## config.mk

```make
export PLATFORM = sky130hd
export DESIGN_NAME = message_ring_queue_unit
export DESIGN_NICKNAME = d
export VERILOG_FILES = /design/src/sv/msgq_pkg.sv /design/src/sv/msgq_ram.sv /design/src/sv/msgq_ctrl.sv /design/src/sv/message_ring_queue_unit.sv
export SDC_FILE = /design/constraint.sdc
export NUM_CORES = 2
export LEC_CHECK = 0
export BUFFER_PORTS_ARGS = -buffer_cell sky130_fd_sc_hd__buf_2
export CAP_MARGIN = 20
export CORE_MARGIN = 10
export CORE_UTILIZATION = 45
export CTS_CLUSTER_SIZE = 10
export DETAILED_ROUTE_END_ITERATION = 7
export PLACE_DENSITY = 0.61
export SLEW_MARGIN = 20
export SYNTH_ARGS = -nofsm -noshare
export SYNTH_HDL_FRONTEND = slang
export SYNTH_SLANG_ARGS = --single-unit
```

## constraint.sdc

```tcl
create_clock -name clock -period 5 [get_ports clock]
set_input_delay 1 -clock clock [delete_from_list [all_inputs] [get_ports clock]]
set_output_delay 1 -clock clock [all_outputs]
set_load 0.005 [all_outputs]
```

## src/sv/msgq_pkg.sv

```systemverilog
// Shared types and codes for the message ring queue.
// Status codes, request kinds and the result metadata struct.
// No dependencies.
package msgq_pkg;

   // Fixed field widths
   localparam int BYTE_W   = 8;
   localparam int LEN_W    = 7;
   localparam int STATUS_W = 3;

   // Request kinds
   localparam logic REQ_WRITE = 1'b0;
   localparam logic REQ_READ  = 1'b1;

   // Result status codes
   localparam logic [STATUS_W-1:0] ST_READ_BYTE      = 3'd0;
   localparam logic [STATUS_W-1:0] ST_READ_EMPTY_MSG = 3'd1;
   localparam logic [STATUS_W-1:0] ST_QUEUE_EMPTY    = 3'd2;
   localparam logic [STATUS_W-1:0] ST_WRITE_STORED   = 3'd3;
   localparam logic [STATUS_W-1:0] ST_WRITE_REFUSED  = 3'd4;
   localparam logic [STATUS_W-1:0] ST_WRITE_TRUNC    = 3'd5;

   // Metadata of the item held in the result register
   typedef struct packed {
      logic [STATUS_W-1:0] status;
      logic [LEN_W-1:0]    length;
      logic                last;
      logic                from_ram;   // byte comes from the store read port
   } rsp_meta_type;

endpackage

```

## src/sv/msgq_ram.sv

```systemverilog
// Byte store of the message ring queue: one write port, one read port.
// Read data is registered and held while no read is issued.
// No package dependencies.
module msgq_ram #(
   parameter int DEPTH  = 256,
   parameter int ADDR_W = 8
) (
   input  logic              clock,
   input  logic              wr_en,
   input  logic [ADDR_W-1:0] wr_addr,
   input  logic [7:0]        wr_data,
   input  logic              rd_en,
   input  logic [ADDR_W-1:0] rd_addr,
   output logic [7:0]        rd_data
);

   logic [7:0] mem_ff [DEPTH];
   logic [7:0] rd_data_ff;

   // Write port
   always_ff @(posedge clock) begin
      if (wr_en) begin
         mem_ff[wr_addr] <= wr_data;
      end
   end

   // Registered read port
   always_ff @(posedge clock) begin
      if (rd_en) begin
         rd_data_ff <= mem_ff[rd_addr];
      end
   end

   assign rd_data = rd_data_ff;

endmodule

```

## src/sv/msgq_ctrl.sv

```systemverilog
// Control of the message ring queue: write path, read sequencer, slot lengths
// and the result register. Drives the byte store in msgq_ram.
// Depends on msgq_pkg.
module msgq_ctrl #(
   parameter int SLOT_COUNT = 4,
   parameter int SLOT_BYTES = 64,
   parameter int ADDR_W     = 8
) (
   input  logic                  clock,
   input  logic                  reset,
   // request side
   input  logic                  req_valid,
   output logic                  req_ready,
   input  logic                  req_kind,
   input  logic [7:0]            req_byte,
   input  logic                  req_present,
   input  logic                  req_eom,
   // result side
   output logic                  rsp_valid,
   input  logic                  rsp_ready,
   output msgq_pkg::rsp_meta_type rsp_meta,
   // byte store
   output logic                  wr_en,
   output logic [ADDR_W-1:0]     wr_addr,
   output logic [7:0]            wr_data,
   output logic                  rd_en,
   output logic [ADDR_W-1:0]     rd_addr
);

   localparam int SLOT_W = (SLOT_COUNT > 1) ? $clog2(SLOT_COUNT) : 1;
   localparam int USED_W = $clog2(SLOT_COUNT + 1);
   localparam int POS_W  = $clog2(SLOT_BYTES + 1);

   // Sequencer states
   localparam logic FSM_IDLE = 1'b0;
   localparam logic FSM_READ = 1'b1;

   // Write modes
   localparam logic [1:0] MODE_IDLE   = 2'd0;
   localparam logic [1:0] MODE_OPEN   = 2'd1;
   localparam logic [1:0] MODE_TRUNC  = 2'd2;
   localparam logic [1:0] MODE_REFUSE = 2'd3;

   logic                  state_ff, state_in;
   logic [SLOT_W-1:0]     head_ff, head_in;
   logic [SLOT_W-1:0]     tail_ff, tail_in;
   logic [USED_W-1:0]     used_ff, used_in;
   logic [POS_W-1:0]      wpos_ff, wpos_in;
   logic [1:0]            mode_ff, mode_in;
   logic [POS_W-1:0]      rd_idx_ff, rd_idx_in;
   logic [POS_W-1:0]      rd_len_ff, rd_len_in;
   logic [POS_W-1:0]      len_ff [SLOT_COUNT];
   logic [POS_W-1:0]      len_in [SLOT_COUNT];
   logic                  rsp_valid_ff, rsp_valid_in;
   msgq_pkg::rsp_meta_type meta_ff, meta_in;

   logic                  out_free;
   logic                  accept;
   logic [POS_W-1:0]      head_len;
   logic [SLOT_W-1:0]     head_next;
   logic [SLOT_W-1:0]     tail_next;
   logic [1:0]            mode_cur;
   logic [POS_W-1:0]      pos_cur;
   logic                  byte_fits;
   logic                  byte_store;
   logic                  byte_drop;
   logic [1:0]            mode_upd;
   logic [POS_W-1:0]      pos_upd;
   logic [POS_W-1:0]      rd_pos;
   logic                  rd_last;

   // Handshake
   assign out_free  = !rsp_valid_ff || rsp_ready;
   assign req_ready = (state_ff == FSM_IDLE) && out_free;
   assign accept    = req_valid && req_ready;

   // Ring pointers
   assign head_len  = len_ff[head_ff];
   assign head_next = (head_ff == SLOT_W'(SLOT_COUNT - 1)) ? '0 : head_ff + SLOT_W'(1);
   assign tail_next = (tail_ff == SLOT_W'(SLOT_COUNT - 1)) ? '0 : tail_ff + SLOT_W'(1);

   // Write path: a write item in idle mode opens or refuses a message
   assign mode_cur   = (mode_ff != MODE_IDLE) ? mode_ff :
                       (used_ff == USED_W'(SLOT_COUNT)) ? MODE_REFUSE : MODE_OPEN;
   assign pos_cur    = (mode_ff == MODE_IDLE) ? '0 : wpos_ff;
   assign byte_fits  = pos_cur < POS_W'(SLOT_BYTES);
   assign byte_store = req_present && (mode_cur != MODE_REFUSE) && byte_fits;
   assign byte_drop  = req_present && (mode_cur != MODE_REFUSE) && !byte_fits;
   assign mode_upd   = byte_drop ? MODE_TRUNC : mode_cur;
   assign pos_upd    = byte_store ? pos_cur + POS_W'(1) : pos_cur;

   // Store addresses
   assign wr_addr = ADDR_W'(tail_ff) * ADDR_W'(SLOT_BYTES) + ADDR_W'(pos_cur);
   assign wr_data = req_byte;
   assign rd_pos  = (state_ff == FSM_IDLE) ? '0 : rd_idx_ff;
   assign rd_addr = ADDR_W'(head_ff) * ADDR_W'(SLOT_BYTES) + ADDR_W'(rd_pos);
   assign rd_last = (rd_idx_ff + POS_W'(1)) == rd_len_ff;

   // Next-state logic
   always_comb begin
      state_in     = state_ff;
      head_in      = head_ff;
      tail_in      = tail_ff;
      used_in      = used_ff;
      wpos_in      = wpos_ff;
      mode_in      = mode_ff;
      rd_idx_in    = rd_idx_ff;
      rd_len_in    = rd_len_ff;
      len_in       = len_ff;
      rsp_valid_in = rsp_valid_ff && !rsp_ready;
      meta_in      = meta_ff;
      wr_en        = 1'b0;
      rd_en        = 1'b0;

      case (state_ff)
         FSM_IDLE: begin
            if (accept && (req_kind == msgq_pkg::REQ_READ)) begin
               rsp_valid_in = 1'b1;
               if (used_ff == '0) begin
                  meta_in = '{msgq_pkg::ST_QUEUE_EMPTY, '0, 1'b1, 1'b0};
               end else if (head_len == '0) begin
                  meta_in          = '{msgq_pkg::ST_READ_EMPTY_MSG, '0, 1'b1, 1'b0};
                  len_in[head_ff]  = '0;
                  head_in          = head_next;
                  used_in          = used_ff - USED_W'(1);
               end else begin
                  // first byte goes out now, the rest in the read state
                  rd_en   = 1'b1;
                  meta_in = '{msgq_pkg::ST_READ_BYTE,
                              msgq_pkg::LEN_W'(head_len),
                              head_len == POS_W'(1), 1'b1};
                  if (head_len == POS_W'(1)) begin
                     len_in[head_ff] = '0;
                     head_in         = head_next;
                     used_in         = used_ff - USED_W'(1);
                  end else begin
                     state_in  = FSM_READ;
                     rd_idx_in = POS_W'(1);
                     rd_len_in = head_len;
                  end
               end
            end else if (accept) begin
               wr_en = byte_store;
               if (req_eom) begin
                  rsp_valid_in = 1'b1;
                  if (mode_upd == MODE_REFUSE) begin
                     meta_in = '{msgq_pkg::ST_WRITE_REFUSED, '0, 1'b1, 1'b0};
                  end else begin
                     meta_in = '{(mode_upd == MODE_TRUNC) ? msgq_pkg::ST_WRITE_TRUNC
                                                          : msgq_pkg::ST_WRITE_STORED,
                                 msgq_pkg::LEN_W'(pos_upd), 1'b1, 1'b0};
                     len_in[tail_ff] = pos_upd;
                     tail_in         = tail_next;
                     used_in         = used_ff + USED_W'(1);
                  end
                  mode_in = MODE_IDLE;
                  wpos_in = '0;
               end else begin
                  mode_in = mode_upd;
                  wpos_in = pos_upd;
               end
            end
         end
         FSM_READ: begin
            // one byte per cycle while the result register can take it
            if (out_free) begin
               rd_en        = 1'b1;
               rsp_valid_in = 1'b1;
               meta_in      = '{msgq_pkg::ST_READ_BYTE,
                                msgq_pkg::LEN_W'(rd_len_ff), rd_last, 1'b1};
               rd_idx_in    = rd_idx_ff + POS_W'(1);
               if (rd_last) begin
                  len_in[head_ff] = '0;
                  head_in         = head_next;
                  used_in         = used_ff - USED_W'(1);
                  state_in        = FSM_IDLE;
               end
            end
         end
         default: begin
            state_in = FSM_IDLE;
         end
      endcase
   end

   // Control registers
   always_ff @(posedge clock) begin
      if (reset) begin
         state_ff     <= FSM_IDLE;
         head_ff      <= '0;
         tail_ff      <= '0;
         used_ff      <= '0;
         wpos_ff      <= '0;
         mode_ff      <= MODE_IDLE;
         rsp_valid_ff <= 1'b0;
         for (int i = 0; i < SLOT_COUNT; i++) begin
            len_ff[i] <= '0;
         end
      end else begin
         state_ff     <= state_in;
         head_ff      <= head_in;
         tail_ff      <= tail_in;
         used_ff      <= used_in;
         wpos_ff      <= wpos_in;
         mode_ff      <= mode_in;
         rsp_valid_ff <= rsp_valid_in;
         len_ff       <= len_in;
      end
   end

   // Payload registers
   always_ff @(posedge clock) begin
      rd_idx_ff <= rd_idx_in;
      rd_len_ff <= rd_len_in;
      meta_ff   <= meta_in;
   end

   assign rsp_valid = rsp_valid_ff;
   assign rsp_meta  = meta_ff;

endmodule

```

## src/sv/message_ring_queue_unit.sv

```systemverilog
// Message ring queue: an accepted item gives its first result in the next cycle.
// A read of an L-byte message (L > 0) streams L results, one per cycle while the
// result channel is ready, paced by the single read port of the byte store, and
// holds off new items until its last byte is issued. Synchronous active-high reset
// clears pointers, counts, slot lengths and write mode; the byte store is not cleared.
// Depends on msgq_pkg, msgq_ctrl and msgq_ram.
module message_ring_queue_unit #(
   parameter int SLOT_COUNT = 4,
   parameter int SLOT_BYTES = 64
) (
   input  logic        clock,
   input  logic        reset,
   input  logic        req_tvalid,
   output logic        req_tready,
   input  logic [15:0] req_tdata,   // [7:0] data_byte, [8] byte_present, zero pad
   input  logic [0:0]  req_tuser,   // [0] req_type
   input  logic        req_tlast,   // end_of_message
   output logic        rsp_tvalid,
   input  logic        rsp_tready,
   output logic [15:0] rsp_tdata,   // [7:0] out_byte, [14:8] msg_length, zero pad
   output logic [2:0]  rsp_tuser,   // [2:0] status
   output logic        rsp_tlast    // last
);

   localparam int DEPTH  = SLOT_COUNT * SLOT_BYTES;
   localparam int ADDR_W = $clog2(DEPTH);

   logic                   wr_en;
   logic [ADDR_W-1:0]      wr_addr;
   logic [7:0]             wr_data;
   logic                   rd_en;
   logic [ADDR_W-1:0]      rd_addr;
   logic [7:0]             rd_data;
   msgq_pkg::rsp_meta_type meta;

   msgq_ctrl #(
      .SLOT_COUNT (SLOT_COUNT),
      .SLOT_BYTES (SLOT_BYTES),
      .ADDR_W     (ADDR_W)
   ) u_ctrl (
      .clock       (clock),
      .reset       (reset),
      .req_valid   (req_tvalid),
      .req_ready   (req_tready),
      .req_kind    (req_tuser[0]),
      .req_byte    (req_tdata[7:0]),
      .req_present (req_tdata[8]),
      .req_eom     (req_tlast),
      .rsp_valid   (rsp_tvalid),
      .rsp_ready   (rsp_tready),
      .rsp_meta    (meta),
      .wr_en       (wr_en),
      .wr_addr     (wr_addr),
      .wr_data     (wr_data),
      .rd_en       (rd_en),
      .rd_addr     (rd_addr)
   );

   msgq_ram #(
      .DEPTH  (DEPTH),
      .ADDR_W (ADDR_W)
   ) u_ram (
      .clock   (clock),
      .wr_en   (wr_en),
      .wr_addr (wr_addr),
      .wr_data (wr_data),
      .rd_en   (rd_en),
      .rd_addr (rd_addr),
      .rd_data (rd_data)
   );

   // Result packing; the byte is zero unless it came from the store
   assign rsp_tdata = {1'b0, meta.length, meta.from_ram ? rd_data : 8'h00};
   assign rsp_tuser = meta.status;
   assign rsp_tlast = meta.last;

endmodule

```

==> flow_metrics.py <==
metrics = {
    "hold_path": {
        "whs_path_depth": 1,
        "hold_class": "flip-flop to flip-flop",
        "min_from": "u_ctrl.len_ff[18]$_SDFFE_PP0P_",
        "whs_endpoint": "u_ctrl.len_ff[18]$_SDFFE_PP0P_",
    },
    "power_and_ir_drop": {
        "clock_power_share_pct": 42.6,
        "combPwrFrac_pct": 1.6,
        "swShare_pct": 19.8,
        "p_seq_share_pct": 55.8,
        "finalPower_mw": 35.1,
        "leakagePower_nw": 31.5,
        "powerDensity_nw_per_um2": 366,
        "intPower_mw": 28.2,
        "ir_drop_uv": 305,
        "p_switching_mw": 6.96,
    },
    "sta": {
        "setup_viol": 0,
        "worst_slack_ns": 0.655,
        "period_needed_ns": 4.35,
        "fin_hold_ws_ns": 0.463,
        "fin_setup_tns_ns": 0,
        "worst_pin_slew_ns": 1.18,
        "hold_violations": 0,
        "rsz0062_at_grt": "false",
        "fin_crit_sh_pct": 86.9,
        "slew_viol_final": 0,
        "worst_clock_skew_ns": 0.0527,
        "max_freq_mhz": 230,
        "max-slew-margin-rel_pct": 20.9,
    },
    "layout": {
        "fillerInstances": 15400,
        "utilization_pct": 51.1,
        "final_area_um2": 95900,
        "nets": 5623,
        "syn2layout_area_growth_pct": 13.0,
        "stdcell_count": 8133,
        "drive_gt1_share_pct": 16.3,
    },
    "grt": {
        "grt_max_degree": 133,
        "grt-ovfl-total": 0,
        "grt_pass1_wl_um": 349000,
        "grt_use_total_pct": 23.2,
        "grt_pass1_vias": 48500,
        "antenna_found_initial": 10,
        "grt_use_met3_pct": 4.70,
        "grt_use_met1_pct": 31.8,
        "top_usage_layer": "met2",
        "grt_use_met2_pct": 36.3,
    },
    "yosys": {
        "synthesis.instances": 5300,
        "avgSynthCellArea_um2": 16.0,
        "yosysSeqAreaShare_pct": 74.7,
        "synth_ff_type": "edfxtp_1",
        "synthAdderAreaFrac_pct": 0.265,
        "yosysUniqueCellTypes": 85,
        "yosys-top-cells-area": "edfxtp_1, mux2i_1, mux4_2",
        "synthSimpleGateAreaFrac_pct": 7.04,
        "synth_area_um2": 84900,
        "synth_common_cells": "edfxtp_1, nand2_1, nor2_1",
        "synth_edf_count": 2082,
        "synth_nets": 5340,
        "yosys_warnings": 0,
        "synth_compound_area_share_pct": 7.41,
        "synth_area_leader_cell": "edfxtp_1",
        "ys_async_sr_fraction_pct": 0,
        "synth-xor-area-share_pct": 0.312,
        "ys_seq_elements": 2128,
        "muxShareOfSynthArea_pct": 7.90,
        "synth_top_family_by_area": "multiplexers",
        "yosysTopAreaCellShare_pct": 73.6,
        "yosysMostFrequentCell": "edfxtp_1",
    },
    "critical_path": {
        "crit_required_ns": 5.57,
        "worstPathArrival_ns": 4.92,
        "reg2regPathDepth": 8,
        "crit_buf_inv": 1,
        "start_kind": "flip-flop",
        "rr_startpoint": "u_ctrl.rd_idx_ff[0]$_SDFFCE_PN1P_",
        "cpMaxStageDelayCell": "edfxtp_1",
        "critPathTopFamily": "simple AND/OR/NAND/NOR gates",
        "worstSetupPathDepth": 8,
        "path_max_fanout": 13,
        "endpoint_kind": "flip-flop",
        "regToRegEndpoint": "u_ram.rd_data[1]$_DFFE_PP_",
        "path_cells": "buf_12, nand2b_1, nor2_1, nand3_1, and4_1, a31oi_1, nor4_1, or4_1",
        "worstSetupPathType": "flip-flop to flip-flop",
        "r2r_slack_ns": 0.65,
        "crit_path_max_incr_delay_ns": 0.93,
    },
    "floorplan": {
        "pin_count": 44,
        "start_util_pct": 45.2,
        "die_w_um": 454,
        "core-area_um2": 188000,
        "die_h_um": 454,
        "row_count": 159,
        "die_area_um2": 206000,
    },
    "clock_network": {
        "cts_max_path_buffers": 3,
        "cts_resized": 0,
        "cts_buffers": 233,
        "clkTransAtPathRegs_ns": 0.05,
        "clk-insertion-delay-late_ns": 0.86,
        "cts_tree": "done",
        "root_buffer": "clkbuf_16",
        "post_cts_buffers": 0,
        "cts_num_sinks": 2128,
        "cts_htree_levels": 4,
        "postCtsHoldBufs": 0,
    },
    "detailed_routing": {
        "dr.pass1.iters": 7,
        "ant_nets": 0,
        "drc": 0,
        "vias": 50100,
        "drt-total-wl_um": 245000,
        "vias_per_cell": 6.16,
        "drt_iter0_drc": 6337,
        "wl_per_cell_um": 30.2,
    },
    "placement": {
        "place_congestion": 0.912,
        "place_inst": 7843,
        "placement.cell_area_um2": 89600,
        "place_ws_ns": 0.618,
        "port_buffers": 35,
        "hpwl_um": 157000,
    },
    "outcome": {
        "status": "finished, final reports clean",
    },
    "flow_run": {
        "drv_cap": 0,
    },
}
cell usage in the layout, fill, tap and decap left out, drive strengths merged, types with 102 or more instances in the layout:
master / instances
a21oi: 102
clkbuf: 280
mux2i: 337
nor2: 403
o22ai: 128
nand2: 549
buf: 407
nand3: 159
edfxtp: 2082
mux4: 119
worst max path at each step:
| stage | startpoint | to |
|---|---|---|
| detailed placement | rsp_tready | u_ram.mem_ff[105][5]$_DFFE_PP_ |
| finish | u_ctrl.rd_idx_ff[0]$_SDFFCE_PN1P_ | u_ram.rd_data[1]$_DFFE_PP_ |
| global route | u_ctrl.rd_idx_ff[0]$_SDFFCE_PN1P_ | u_ram.rd_data[1]$_DFFE_PP_ |
| global placement | rsp_tready | u_ram.mem_ff[105][5]$_DFFE_PP_ |
| floorplan | u_ctrl.state_ff$_SDFF_PP0_ | u_ram.rd_data[6]$_DFFE_PP_ |
| CTS | u_ctrl.rd_idx_ff[0]$_SDFFCE_PN1P_ | u_ram.rd_data[1]$_DFFE_PP_ |
final cells by class:
class	instances	area (µm²)	share of cell area (%)
inverters	16	78.8	0.0822
diodes	3	7.51	0.00783
clock inverters	15	255	0.266
repair buffers	415	3410	3.56
multi-input cells	2789	19500	20.4
clock buffers	272	6050	6.31
well taps	2495	3120	3.25
flip-flops and latches	2128	63400	66.1
sequential cells by signal (all words and copies together), names as in the netlist, 3 cells and up:
| register | count |
|---|---|
| u_ctrl.len_ff | 28 |
| u_ctrl.rd_idx_ff | 7 |
| u_ctrl.rd_len_ff | 7 |
| u_ctrl.rsp_meta | 12 |
| u_ctrl.used_ff | 3 |
| u_ctrl.wpos_ff | 7 |
| u_ram.mem_ff | 2048 |
| u_ram.rd_data | 8 |
power by group through the flow:
stage / Combinational (mW) / Clock [mW] / Sequential (mW)
global placement: 0.533 / 0 / 20.0
global route: 0.586 / 15.8 / 19.6
CTS: 0.552 / 15.2 / 19.6
floorplan: 0.124 / 0 / 20.0
detailed placement: 0.552 / 0 / 20.0
finish: 0.551 / 15.0 / 19.6
cells by family (layout without fill, tap and decap cells):
group | after synthesis | count (layout)
AND/OR/NAND/NOR | 1362 | 1362
multiplexers | 514 | 514
flip-flops | 2128 | 2128
AO/OA/AOI/OAI | 870 | 870
adder cells (fa/ha/maj) | 18 | 18
buffers and inverters | 383 | 718
other | 1 | 4
XOR/XNOR | 24 | 24
routing by layer:
metal	up-vias	wire, µm
met2	2496	114000
met5	-	13
li1	21400	-
met1	25800	98400
met3	477	22600
met4	2	10800
(Power assumes the default switching activity.)
